<file path="config.mk">
export PLATFORM = sky130hd
export DESIGN_NAME = binary_chain_cluster_stats
export DESIGN_NICKNAME = d
export VERILOG_FILES = /design/src/hdl/bccs_pkg.sv /design/src/hdl/binary_chain_cluster_stats.sv
export SDC_FILE = /design/constraint.sdc
export NUM_CORES = 1
export LEC_CHECK = 0
export BUFFER_PORTS_ARGS = -buffer_cell sky130_fd_sc_hd__buf_2
export CAP_MARGIN = 40
export CORE_MARGIN = 5
export CORE_UTILIZATION = 45
export CTS_BUF_LIST = sky130_fd_sc_hd__clkbuf_8
export DETAILED_ROUTE_END_ITERATION = 16
export PLACE_DENSITY_LB_ADDON = 0.25
export SLEW_MARGIN = 30
export SYNTH_ARGS = -nofsm -noshare
export SYNTH_HDL_FRONTEND = slang
export SYNTH_SLANG_ARGS = --single-unit
</file>
<file path="constraint.sdc">
create_clock -name clk_i -period 7.5 [get_ports clk_i]
set_input_delay 1.875 -clock clk_i [delete_from_list [all_inputs] [get_ports clk_i]]
set_output_delay 1.875 -clock clk_i [all_outputs]
set_load 0.02 [all_outputs]
</file>
<file path="src/hdl/bccs_pkg.sv">
// Package for the binary chain cluster statistics block.
// Holds field widths, register addresses, reset values and the result record type.
// No dependencies.
package bccs_pkg;

  localparam int unsigned MaxSitesDef   = 64;
  localparam int unsigned PatternW      = 64;
  localparam int unsigned CountW        = 7;
  localparam int unsigned IndexW        = 6;
  localparam int unsigned RunW          = 6;
  localparam int unsigned FracBits      = 16;
  localparam int unsigned FillW         = FracBits + 1;
  localparam int unsigned DivSteps      = FracBits + 1;
  localparam int unsigned OutDataW      = 56;
  localparam int unsigned ApbAddrW      = 3;
  localparam int unsigned ApbDataW      = 32;

  // Register index, taken from paddr[2] (registers sit 4 bytes apart).
  localparam logic RegChainLength = 1'b0;

  localparam logic [CountW-1:0] ChainLengthReset = 7'd64;

  // Statistics of one item as they travel down the pipeline.
  typedef struct packed {
    logic [CountW-1:0] cnt;
    logic [IndexW-1:0] first;
    logic [IndexW-1:0] last;
    logic [CountW-1:0] span;
    logic [RunW-1:0]   runs;
    logic              single;
    logic              empty;
  } res_t;

endpackage

</file>
<file path="src/hdl/binary_chain_cluster_stats.sv">
// Top level of the binary chain cluster statistics block.
// Depends on bccs_pkg for widths, register addresses and the result record.
//
// Usage:
//   Each item on the slave stream carries one 64-bit occupation pattern; only
//   the low chain_length sites (capped at MAX_SITES) are looked at. Each item
//   gives exactly one result item on the master stream: active count, first
//   and last active site, span, run count, single-run flag, fill ratio
//   (count/span, 16 fraction bits, truncated) and an empty flag.
//   chain_length is written over the APB port at byte address 0; the user must
//   write it only while the block is idle, as the block does not enforce this. It resets to 64.
//   The result is registered through these stages: one stage
//   masks the pattern, two stages reduce it in groups of eight sites, one
//   forms the span, and a 17-stage restoring divider produces one quotient
//   bit per stage. One item is accepted every cycle while the master stream is not stalled.
//   Reset empties the pipeline. When the receiver stalls, each stage holds
//   only while the stage after it is full, so empty slots close up and the
//   block keeps accepting until all 21 stages hold an item.
module binary_chain_cluster_stats
  import bccs_pkg::*;
#(
  parameter int unsigned MAX_SITES = MaxSitesDef
) (
  input  logic                clk_i,
  input  logic                rst_ni,
  // Slave stream. tdata: pattern[63:0].
  input  logic                s_axis_tvalid,
  output logic                s_axis_tready,
  input  logic [PatternW-1:0] s_axis_tdata,
  // Master stream. tdata, low bit up: active_count[6:0], first_active[12:7],
  // last_active[18:13], span[25:19], run_count[31:26], single_run[32],
  // fill_ratio[49:33], is_empty[50], zero fill[55:51].
  output logic                m_axis_tvalid,
  input  logic                m_axis_tready,
  output logic [OutDataW-1:0] m_axis_tdata,
  // APB configuration port.
  input  logic                psel,
  input  logic                penable,
  input  logic                pwrite,
  input  logic [ApbAddrW-1:0] paddr,
  input  logic [ApbDataW-1:0] pwdata,
  output logic [ApbDataW-1:0] prdata,
  output logic                pready
);

  localparam int unsigned NGrp = (MAX_SITES + 7) / 8;
  localparam int unsigned PadW = NGrp * 8;

  function automatic logic [3:0] popcnt8(input logic [7:0] b);
    logic [3:0] n;
    n = '0;
    for (int i = 0; i < 8; i++) begin
      n = n + 4'(b[i]);
    end
    return n;
  endfunction

  function automatic logic [2:0] lsb8(input logic [7:0] b);
    logic [2:0] idx;
    idx = '0;
    for (int i = 7; i >= 0; i--) begin
      if (b[i]) idx = 3'(i);
    end
    return idx;
  endfunction

  function automatic logic [2:0] msb8(input logic [7:0] b);
    logic [2:0] idx;
    idx = '0;
    for (int i = 0; i < 8; i++) begin
      if (b[i]) idx = 3'(i);
    end
    return idx;
  endfunction

  // Configuration register.
  logic [CountW-1:0] chain_length_q;
  logic              cfg_wr;

  assign pready = 1'b1;
  assign cfg_wr = psel && penable && pwrite && (paddr[2] == RegChainLength);

  always_ff @(posedge clk_i or negedge rst_ni) begin
    if (!rst_ni) begin
      chain_length_q <= ChainLengthReset;
    end else if (cfg_wr) begin
      chain_length_q <= pwdata[CountW-1:0];
    end
  end

  always_comb begin
    prdata = '0;
    if (paddr[2] == RegChainLength) prdata = ApbDataW'(chain_length_q);
  end

  // Stage flow control: a stage loads when it is empty or its contents move on.
  logic              v0_q, v1_q, v2_q, v3_q;
  logic              en0, en1, en2, en3;
  logic [DivSteps-1:0] dv_q;
  logic [DivSteps-1:0] en_div;

  always_comb begin
    for (int k = DivSteps - 1; k >= 0; k--) begin
      if (k == DivSteps - 1) en_div[k] = !dv_q[k] || m_axis_tready;
      else                   en_div[k] = !dv_q[k] || en_div[k+1];
    end
    en3 = !v3_q || en_div[0];
    en2 = !v2_q || en3;
    en1 = !v1_q || en2;
    en0 = !v0_q || en1;
  end

  assign s_axis_tready = en0;

  // Stage 0: keep the sites in use.
  logic [CountW-1:0]    len;
  logic [MAX_SITES-1:0] site_mask;
  logic [MAX_SITES-1:0] m0_q;

  always_comb begin
    len = (chain_length_q > CountW'(MAX_SITES)) ? CountW'(MAX_SITES) : chain_length_q;
    for (int i = 0; i < MAX_SITES; i++) begin
      site_mask[i] = (CountW'(i) < len);
    end
  end

  // Stage 1: per-group counts and edge positions.
  logic [PadW-1:0] m_pad, s_pad;
  logic [3:0]      gcnt_q [NGrp];
  logic [3:0]      grun_q [NGrp];
  logic [2:0]      glo_q  [NGrp];
  logic [2:0]      ghi_q  [NGrp];
  logic [NGrp-1:0] gany_q;

  // A run starts at every active site whose lower neighbour is inactive.
  assign m_pad = PadW'(m0_q);
  assign s_pad = PadW'(m0_q & ~{m0_q[MAX_SITES-2:0], 1'b0});

  // Stage 2: whole-pattern reduction.
  logic [CountW-1:0] cnt2_d, cnt2_q;
  logic [RunW-1:0]   runs2_d, runs2_q;
  logic [IndexW-1:0] first2_d, first2_q;
  logic [IndexW-1:0] last2_d, last2_q;
  logic              empty2_q;

  always_comb begin
    cnt2_d   = '0;
    runs2_d  = '0;
    first2_d = '0;
    last2_d  = '0;
    for (int g = 0; g < NGrp; g++) begin
      cnt2_d  = cnt2_d + CountW'(gcnt_q[g]);
      runs2_d = runs2_d + RunW'(grun_q[g]);
      if (gany_q[g]) last2_d = IndexW'(g * 8) + IndexW'(ghi_q[g]);
    end
    for (int g = NGrp - 1; g >= 0; g--) begin
      if (gany_q[g]) first2_d = IndexW'(g * 8) + IndexW'(glo_q[g]);
    end
  end

  // Stage 3: span and flags.
  res_t res3_d, res3_q;

  always_comb begin
    res3_d.cnt    = cnt2_q;
    res3_d.first  = first2_q;
    res3_d.last   = last2_q;
    res3_d.runs   = runs2_q;
    res3_d.single = (runs2_q == RunW'(1));
    res3_d.empty  = empty2_q;
    res3_d.span   = empty2_q ? '0
                  : CountW'(last2_q) - CountW'(first2_q) + CountW'(1);
  end

  always_ff @(posedge clk_i or negedge rst_ni) begin
    if (!rst_ni) begin
      v0_q <= 1'b0;
      v1_q <= 1'b0;
      v2_q <= 1'b0;
      v3_q <= 1'b0;
    end else begin
      if (en0) v0_q <= s_axis_tvalid;
      if (en1) v1_q <= v0_q;
      if (en2) v2_q <= v1_q;
      if (en3) v3_q <= v2_q;
    end
  end

  always_ff @(posedge clk_i) begin
    if (en0 && s_axis_tvalid) m0_q <= s_axis_tdata[MAX_SITES-1:0] & site_mask;
    if (en1 && v0_q) begin
      for (int g = 0; g < NGrp; g++) begin
        gcnt_q[g] <= popcnt8(m_pad[g*8 +: 8]);
        grun_q[g] <= popcnt8(s_pad[g*8 +: 8]);
        glo_q[g]  <= lsb8(m_pad[g*8 +: 8]);
        ghi_q[g]  <= msb8(m_pad[g*8 +: 8]);
        gany_q[g] <= |m_pad[g*8 +: 8];
      end
    end
    if (en2 && v1_q) begin
      cnt2_q   <= cnt2_d;
      runs2_q  <= runs2_d;
      first2_q <= first2_d;
      last2_q  <= last2_d;
      empty2_q <= ~|gany_q;
    end
    if (en3 && v2_q) res3_q <= res3_d;
  end

  // Divider: restoring division of cnt * 2^16 by span, one quotient bit per
  // stage, most significant first. As cnt never exceeds span, the first step
  // starts from cnt itself and every later step shifts in a zero.
  logic [CountW-1:0] rem_q [DivSteps];
  logic [CountW-1:0] rem_d [DivSteps];
  logic [FillW-1:0]  quo_q [DivSteps];
  logic [FillW-1:0]  quo_d [DivSteps];
  res_t              res_q [DivSteps];
  res_t              res_d [DivSteps];
  logic [DivSteps-1:0] dv_in;

  always_comb begin
    logic [CountW:0] part;
    logic            ge;
    for (int k = 0; k < DivSteps; k++) begin
      if (k == 0) begin
        res_d[k] = res3_q;
        dv_in[k] = v3_q;
        part     = {1'b0, res3_q.cnt};
      end else begin
        res_d[k] = res_q[k-1];
        dv_in[k] = dv_q[k-1];
        part     = {rem_q[k-1], 1'b0};
      end
      ge       = (part >= {1'b0, res_d[k].span});
      rem_d[k] = ge ? CountW'(part - {1'b0, res_d[k].span}) : CountW'(part);
      if (k == 0) quo_d[k] = FillW'(ge);
      else        quo_d[k] = {quo_q[k-1][FillW-2:0], ge};
      // An empty pattern has no span; its ratio is zero.
      if (k == DivSteps - 1 && res_d[k].empty) quo_d[k] = '0;
    end
  end

  always_ff @(posedge clk_i or negedge rst_ni) begin
    if (!rst_ni) begin
      dv_q <= '0;
    end else begin
      for (int k = 0; k < DivSteps; k++) begin
        if (en_div[k]) dv_q[k] <= dv_in[k];
      end
    end
  end

  always_ff @(posedge clk_i) begin
    for (int k = 0; k < DivSteps; k++) begin
      if (en_div[k] && dv_in[k]) begin
        rem_q[k] <= rem_d[k];
        quo_q[k] <= quo_d[k];
        res_q[k] <= res_d[k];
      end
    end
  end

  // Output item straight from the last divider stage.
  res_t res_out;
  assign res_out       = res_q[DivSteps-1];
  assign m_axis_tvalid = dv_q[DivSteps-1];
  assign m_axis_tdata  = {5'b0, res_out.empty, quo_q[DivSteps-1], res_out.single,
                          res_out.runs, res_out.span, res_out.last, res_out.first,
                          res_out.cnt};

endmodule
</file>
**Word level (Yosys, flattened, before mapping)**

Memory sizes are Yosys's and may differ from the RTL's.
Index checks and enable logic that the tools add are counted.

- Add/subtract/negate cells: 159
- Shift-type cells: 0
- Multiplexer cells: 208
- Divide/modulo/power cells: 0
- Equal/unequal tests: 1
- Reduce and logical (&&, ||, !) cells: 76
- Multipliers: 0
- $lt $le $gt $ge: 82
- Bitwise operators: 4

Operator list:

| kind | number |
|---|---|
| $mux 3 | 130 |
| $add 4x1->4 | 64 |
| $lt 6x7->1 const A | 32 |
| $mux 7 | 19 |
| $and 64x64->64 | 2 |
| $ge 8x7->1 | 16 |
| $sub 7x7->7 | 17 |
| $lt 5x7->1 const A | 16 |
| $mux 6 | 14 |
| $reduce_or 8->1 | 9 |
| $add 3x1->4 | 16 |
| $not 64->64 | 1 |
| $lt 4x7->1 const A | 8 |
| $add 2x1->3 | 16 |
| $mux 1 | 44 |
| $add 1x1->2 | 16 |
| $add 6x4->6 | 5 |
| $add 7x4->7 | 4 |
| $lt 3x7->1 const A | 4 |
| $add 5x3->6 const A | 4 |
| $add 6x3->6 const A | 4 |
| $logic_and 1x1->1 | 24 |
| $logic_not 1->1 | 22 |
| $logic_or 1x1->1 | 21 |
| other kinds (15) | 22 |

- Bits in latches: 0
- Flip-flop bits (word level): 160
- Memory bits (read-only): 0
- Input port bits: 106
- Memories kept: 7
- Output and inout bits: 91
- Logic and storage cells: 574
- Bits in writable memories: 1098

Memory list:

| name | words | width | read ports | clocked after Yosys merged registers in | write ports | line | source |
|---|---|---|---|---|---|---|---|
| res_q | 17 | 34 | 17 | 0 | 17 | binary_chain_cluster_stats.sv:217 | `res_t res_q [DivSteps];` |
| quo_q | 17 | 17 | 17 | 0 | 17 | binary_chain_cluster_stats.sv:215 | `logic [FillW-1:0] quo_q [DivSteps];` |
| rem_q | 17 | 7 | 16 | 0 | 17 | binary_chain_cluster_stats.sv:213 | `logic [CountW-1:0] rem_q [DivSteps];` |
| gcnt_q | 8 | 4 | 8 | 0 | 8 | binary_chain_cluster_stats.sv:129 | `logic [3:0] gcnt_q [NGrp];` |
| grun_q | 8 | 4 | 8 | 0 | 8 | binary_chain_cluster_stats.sv:130 | `logic [3:0] grun_q [NGrp];` |
| ghi_q | 8 | 3 | 8 | 0 | 8 | binary_chain_cluster_stats.sv:132 | `logic [2:0] ghi_q [NGrp];` |
| +1 memories | n/a | n/a | n/a | n/a | n/a | n/a |  |

**Logic depth before layout (Yosys ltp)**

Gate-level depths: netlist of run 1.

- Depth after elaboration: 24
- Gate-level depth with buffers: 14
- Mapped depth without buffers: 14

**Worst setup path before layout of run 1**

Ideal clock, no wire load.

- Kind: input -> register
- Start point: in m_axis_tready
- End point: reg gany_q[0] (enable)
- Required time: 6.885 ns
- Buffers on the path: 0
- Arrival: 7.634 ns
- Stages: 5
- Path slack: -0.749 ns
- Setup time: 0.615 ns
- Cell sequence: nand2b_1 -> nor3_4 -> nand4_4 -> nor3_2 -> nor2b_1

- Longest elaborated chain between the ends: 21

Ends and longest elaborated chain:

| item | line | source |
|---|---|---|
| start, declared | binary_chain_cluster_stats.sv:34 | `input logic m_axis_tready,` |
| $logic_or 1x1->1 | binary_chain_cluster_stats.sv:104 | `if (k == DivSteps - 1) en_div[k] = !dv_q[k] \|\| m_axis_tready;` |
| $logic_or 1x1->1 (16 in series) | binary_chain_cluster_stats.sv:105 | `else en_div[k] = !dv_q[k] \|\| en_div[k+1];` |
| $logic_or 1x1->1 | binary_chain_cluster_stats.sv:107 | `en3 = !v3_q \|\| en_div[0];` |
| $logic_or 1x1->1 | binary_chain_cluster_stats.sv:108 | `en2 = !v2_q \|\| en3;` |
| $logic_or 1x1->1 | binary_chain_cluster_stats.sv:109 | `en1 = !v1_q \|\| en2;` |
| $logic_and 1x1->1 | binary_chain_cluster_stats.sv:191 | `if (en1 && v0_q) begin` |
| end signal, assigned by index | binary_chain_cluster_stats.sv:197 | `gany_q[g] <= \|m_pad[g*8 +: 8];` |
| end, declared | binary_chain_cluster_stats.sv:133 | `logic [NGrp-1:0] gany_q;` |

Every way passes these cells.
A chain may end at the register's enable or synchronous reset.

**Worst setup path in the final report of run 1**

- Start point: in m_axis_tready
- End point: out s_axis_tready

- Longest elaborated chain between the ends: 21

Ends and longest elaborated chain:

| item | line | source |
|---|---|---|
| $logic_or 1x1->1 | binary_chain_cluster_stats.sv:104 |  |
| $logic_or 1x1->1 (16 in series) | binary_chain_cluster_stats.sv:105 |  |
| $logic_or 1x1->1 | binary_chain_cluster_stats.sv:107 |  |
| $logic_or 1x1->1 | binary_chain_cluster_stats.sv:108 |  |
| $logic_or 1x1->1 | binary_chain_cluster_stats.sv:109 |  |
| $logic_or 1x1->1 | binary_chain_cluster_stats.sv:110 | `en0 = !v0_q \|\| en1;` |
| end, declared | binary_chain_cluster_stats.sv:28 | `output logic s_axis_tready,` |

Every way passes these cells.

==> flow_metrics.py, run 1 <==
metrics = {
    "route": {
        "drt-pass1-iter-count": 5,
        "drt_iter0_drc": 1252,
        "finalWirelength_um": 78300,
        "avgRoutedWirePerCell_um": 15.8,
        "vias_per_cell": 4.85,
        "ant_nets": 0,
        "drc": 0,
        "route.vias.total": 24100,
    },
    "layout": {
        "drive_above_1_share": 0.139,
        "areaGrowthSynthToFinish_pct": 12.4,
        "fillers": 8828,
        "fin_nets": 3856,
    },
    "sta": {
        "finalSetupViolations": 0,
        "post-route-min-period_ns": 5.65,
        "max-slew-margin-rel": 0.438,
        "setup-tns-final_ns": 0,
        "fin_skew_ns": 0.0571,
        "max_freq_ghz": 0.177,
        "hold_violations": 0,
        "report.final.slew_viol_count": 0,
        "worstMarginPinSlew_ns": 0.843,
        "rsz0062_at_grt": "false",
        "min_period_over_period": 0.753,
        "whs_ns": 0.398,
        "layout_setup_ws_ns": 1.85,
    },
    "worst_hold_path": {
        "hp-class": "reg2reg",
        "min_path_cells": 0,
        "hold_end": "res_q[0][127]$_DFFE_PP_",
        "worstHoldStart": "res_q[0][93]$_DFFE_PP_",
    },
    "global_routing": {
        "antenna_found_initial": 3,
        "grt_max_degree": 121,
        "grt_pass1_vias": 24800,
        "overflow": 0,
        "grt.total_usage": 0.141,
        "grt_pass1_wl_um": 127000,
    },
    "cts": {
        "htree_levels": 4,
        "post_cts_buffers": 0,
        "cts_buffers": 181,
        "clock_sinks": 1115,
        "clock_latency_ns": 0.84,
        "cts.path.max_buffers": 3,
        "root_buffer": "clkbuf_8",
        "cts_tree": "built",
        "ctsResizeCount": 0,
        "clk_pin_slew_ns": 0.06,
        "holdBufCountCts": 0,
    },
    "synth": {
        "yosysMostFrequentCell": "edfxtp_1",
        "synth.largest_area_cell": "edfxtp_1",
        "synth_top_area_frac": 0.682,
        "yosysUniqueCellTypes": 66,
        "syn_inst": 3132,
        "synth-edff-count": 1087,
        "ys_top_cells_by_area": "edfxtp_1, ha_1, fa_1, inv_1, mux2_2",
        "syn_avg_cell_area_um2": 15.3,
        "synth_ff_type": "edfxtp_1",
        "ys_seq_area_frac": 0.696,
        "async_reset_ff_frac": 0.0251,
        "netlist_area_mm2": 0.0479,
        "ys_ff_latch": 1115,
        "ys_warn_count": 0,
        "synthTopCellsByCount": "edfxtp_1, inv_1, ha_1",
    },
    "worst_setup_path": {
        "required_ns": 5.62,
        "worstReg2RegStart": "gcnt_q[1][14]$_DFFE_PP_",
        "r2r.worst_path.cells": 12,
        "cp-start-kind": "input port",
        "timing.rr.end": "cnt2_q[6]$_DFFE_PP_",
        "crit_type": "in2out",
        "cp_max_fo": 7,
        "cp-end-kind": "output port",
        "rrSetupSlack_ns": 3.87,
        "arrival_ns": 3.77,
    },
    "floorplanning": {
        "core_area_mm2": 0.105,
        "die-area_mm2": 0.113,
        "die_h_um": 336,
        "start_util": 0.454,
        "dieWidth_um": 336,
        "ios": 197,
        "rows": 119,
    },
    "power": {
        "p_leak_nw": 21.0,
        "power-per-cell-area_mw_per_mm2": 383,
        "ir_worst_vdd_v": 0.000292,
        "power_mw": 20.6,
    },
    "placement": {
        "place_ws_ns": 1.81,
        "place_congestion": 0.937,
        "port_buffers": 138,
        "dp_hpwl_um": 57000,
    },
    "job": {
        "drv_cap": 0,
    },
    "outcome": {
        "status": "completed",
    },
}
-- layout make-up --
class	count	area (um2)	area share
antenna	2	5.00	0.0000930
clock buffer	188	2590	0.0481
clock inverter	142	998	0.0186
inverter	409	1540	0.0285
multi-input combinational	1551	12700	0.236
sequential	1115	33300	0.620
tap	1391	1740	0.0323
timing repair buffer	158	882	0.0164
-- sequential cells by signal (all words and copies together), names as in the netlist, 8 cells and up --
signal,flops
res_q,578
glo_q,24
dv_q,17
rem_q,112
quo_q,153
gcnt_q,32
gany_q,8
m0_q,64
ghi_q,24
grun_q,32
res3_q,34
-- where the power goes --
part	leakage, nW	internal (mW)	switching (mW)	total [mW]
logic	8.01	2.73	3.44	6.18
clock network	2.05	2.68	2.37	5.05
registers	10.9	8.81	0.575	9.39
-- metrics by stage --
step | cells | instance area, um2 | util
final | 4956 | 53800 | 0.510
after global routing | 4956 | 53800 | 0.510
after global placement | 4621 | 50200 | 0.476
after detailed placement | 4622 | 50200 | 0.476
after CTS | 4952 | 53800 | 0.510
after floorplan | 3161 | 48000 | -
-- layout by cell type, fill, tap and decap left out, types with 63 or more instances in the layout --
master and instances:
nand2_1 109, buf_2 138, o21a_1 63, fa_1 126, ha_1 208, nor2b_1 102, a21oi_1 135, o21ai_0 110
clkbuf_8 188, inv_1 472, nor2_1 172, edfxtp_1 1087
-- metal layers --
layer  global-route usage  routed length, um  vias up
li1                     -                  -    11800
met1                0.170              32800    11500
met2                0.247              39300      504
met3               0.0325               3610      168
met4               0.0600               2590        0
met5                    0                  0        -
-- cells by family (layout without fill, tap and decap cells) --
logic type | count (synthesis) | after routing | synth area share
DFF | 1115 | 1115 | 0.696
buffers and inverters | 495 | 897 | 0.0429
AOI/OAI and AO/OA | 488 | 488 | 0.0664
xor gates and xnor gates | 40 | 40 | 0.00732
adders and majority gates | 334 | 334 | 0.107
and+or+nand+nor | 577 | 577 | 0.0612
other | 2 | 33 | 0.000157
muxes | 81 | 81 | 0.0186
-- worst max-delay path, stage by stage --
cell	delay, ns
buf_2	0.11
nand2b_1	0.23
nor3_4	0.49
nand4_4	0.21
nor3_2	0.48
nand2_1	0.14
buf_2	0.23
-- worst max-delay path by stage --
stage / to / startpoint / depth (start not counted)
CTS: s_axis_tready / m_axis_tready / 7
detailed placement: s_axis_tready / m_axis_tready / 7
global placement: s_axis_tready / m_axis_tready / 7
floorplan: quo_q[0][255]$_DFFE_PP_ / m_axis_tready / 2
finish: s_axis_tready / m_axis_tready / 7
global route: s_axis_tready / m_axis_tready / 7
Power figures use the tool's default switching activity.
==> run 2: changes to the inputs <==
- clock period: 7.5 -> 5.7 ns (I/O delays scaled with it)
==> flow_metrics.py, run 2 (synthesis gave the netlist of run 1 again) <==
metrics = {
    "outcome": {
        "status": "completed",
    },
    "layout": {
        "regMostFlops": "res_q",
        "fin_nets": 3856,
        "reg.largest.list": "res_q x578, quo_q x153, rem_q x112",
        "areaGrowthSynthToFinish_pct": 12.1,
        "largest_reg_flops": 578,
        "drive_above_1_share": 0.138,
        "final_common_cell": "edfxtp_1",
        "final_cell_mix": "edfxtp_1, inv_1, ha_1, clkbuf_8, nor2_1",
    },
    "route": {
        "ant_nets": 0,
        "drc": 0,
        "drt-pass1-iter-count": 5,
        "route.vias.total": 24000,
        "avgRoutedWirePerCell_um": 15.9,
        "finalWirelength_um": 78900,
        "drt_iter0_drc": 1341,
        "vias_per_cell": 4.84,
    },
    "global_routing": {
        "overflow": 0,
        "grt_pass1_vias": 24700,
        "grtUsageMet2": 0.246,
        "grt_pass1_wl_um": 128000,
        "grt.total_usage": 0.142,
        "antenna_found_initial": 2,
        "gr-usage-met1": 0.173,
        "grtUsageMet3": 0.0350,
        "grt_max_degree": 65,
        "grt-busiest-layer": "met2",
    },
    "worst_setup_path": {
        "arrival_ns": 3.28,
        "rrSetupSlack_ns": 2.09,
        "endpoint": "s_axis_tready",
        "worstReg2RegStart": "gcnt_q[1][2]$_DFFE_PP_",
        "r2r.worst_path.cells": 12,
        "crit_start": "m_axis_tready",
        "cp_max_fo": 7,
        "timing.rr.end": "cnt2_q[6]$_DFFE_PP_",
        "cp-end-kind": "output port",
        "cp-start-kind": "input port",
        "required_ns": 4.28,
        "crit_type": "in2out",
    },
    "sta": {
        "report.final.slew_viol_count": 0,
        "max_freq_ghz": 0.213,
        "setup-tns-final_ns": 0,
        "fin_skew_ns": 0.0510,
        "post-route-min-period_ns": 4.70,
        "min_period_over_period": 0.825,
        "max-slew-margin-rel": 0.439,
        "finalSetupViolations": 0,
        "hold_violations": 0,
        "worstMarginPinSlew_ns": 0.842,
        "rsz0062_at_grt": "false",
    },
    "placement": {
        "place_congestion": 0.873,
        "port_buffers": 138,
        "dp_hpwl_um": 57300,
    },
    "cts": {
        "post_cts_buffers": 0,
        "cts.path.max_buffers": 3,
        "clock_sinks": 1115,
        "ctsResizeCount": 0,
        "clk_pin_slew_ns": 0.06,
        "cts_buffers": 179,
        "clock_latency_ns": 0.83,
        "htree_levels": 4,
        "root_buffer": "clkbuf_8",
        "cts_tree": "built",
        "holdBufCountCts": 0,
    },
    "floorplanning": {
        "dieWidth_um": 336,
        "die_h_um": 336,
        "rows": 119,
        "start_util": 0.454,
        "core_area_mm2": 0.105,
        "ios": 197,
        "die-area_mm2": 0.113,
    },
    "power": {
        "power_mw": 26.9,
        "ir_worst_vdd_v": 0.000414,
        "power-per-cell-area_mw_per_mm2": 502,
        "p_leak_nw": 20.8,
    },
    "job": {
        "drv_cap": 0,
    },
    "worst_hold_path": {
        "hp-class": "reg2reg",
    },
}
==> run 2: cell count changes in the layout (fill, tap and decap cells not counted), sizes merged <==
cell / previous run / this run
diode: 2 / 1
clkinv: 60 / 82
inv: 479 / 463
clkbuf: 188 / 183
buf: 158 / 159
bufinv: 9 / 7
==> run 2: where the power goes <==
| part | switching (mW) | internal [mW] | leakage, nW |
|---|---|---|---|
| clock | 3.10 | 3.34 | 1.92 |
| sequential | 0.744 | 11.6 | 10.9 |
| combinational | 4.54 | 3.61 | 8.02 |
| total | 8.38 | 18.5 | 20.8 |
==> run 2: metrics by stage <==
stage / cell area, um2 / util / hold WS (ns) / setup WS, ns / std cells
after floorplan: 48000 / - / 0.400 / 0.00413 / 3161
after global placement: 50100 / 0.476 / 0.401 / 0.996 / 4621
after detailed placement: 50200 / 0.476 / 0.405 / 0.954 / 4623
after CTS: 53600 / 0.509 / 0.373 / 0.944 / 4951
after global routing: 53700 / 0.509 / 0.376 / 0.819 / 4955
final: 53700 / 0.509 / 0.392 / 0.997 / 4955
==> run 2: critical path: stages <==
cell and delay (ns):
buf_2 0.11, nand2b_1 0.23, nor3_4 0.47, nand4_4 0.20
nor3_2 0.46, nand2_1 0.13, buf_2 0.23
==> run 2: cell type report <==
type | count | area, um2
fillers | 8923 | 51800
flip-flops and latches | 1115 | 33300
multi-input cells | 1551 | 12700
clock buffers | 182 | 2500
well taps | 1391 | 1740
inverters | 409 | 1540
clock inverters | 146 | 921
repair buffers | 160 | 896
diodes | 1 | 2.50
==> run 2: worst min path at each step <==
stage	start	slack (ns)	depth (start not counted)	endpoint
after detailed placement	quo_q[0][137]$_DFFE_PP_	0.40	0	quo_q[0][155]$_DFFE_PP_
final	quo_q[0][136]$_DFFE_PP_	0.39	0	quo_q[0][154]$_DFFE_PP_
after floorplan	quo_q[0][85]$_DFFE_PP_	0.40	0	quo_q[0][103]$_DFFE_PP_
after CTS	quo_q[0][136]$_DFFE_PP_	0.37	0	quo_q[0][154]$_DFFE_PP_
after global routing	res_q[0][28]$_DFFE_PP_	0.38	0	res_q[0][62]$_DFFE_PP_
after global placement	res_q[0][0]$_DFFE_PP_	0.40	0	res_q[0][34]$_DFFE_PP_
==> run 2: routing by layer <==
| layer | routed length (um) | share of wire | vias up |
|---|---|---|---|
| met4 | 2420 | 0.031 | 0 |
| met3 | 3900 | 0.049 | 166 |
| met1 | 32900 | 0.42 | 11400 |
| met2 | 39700 | 0.50 | 547 |
| met5 | 0 | 0 | - |
| li1 | - | - | 11800 |
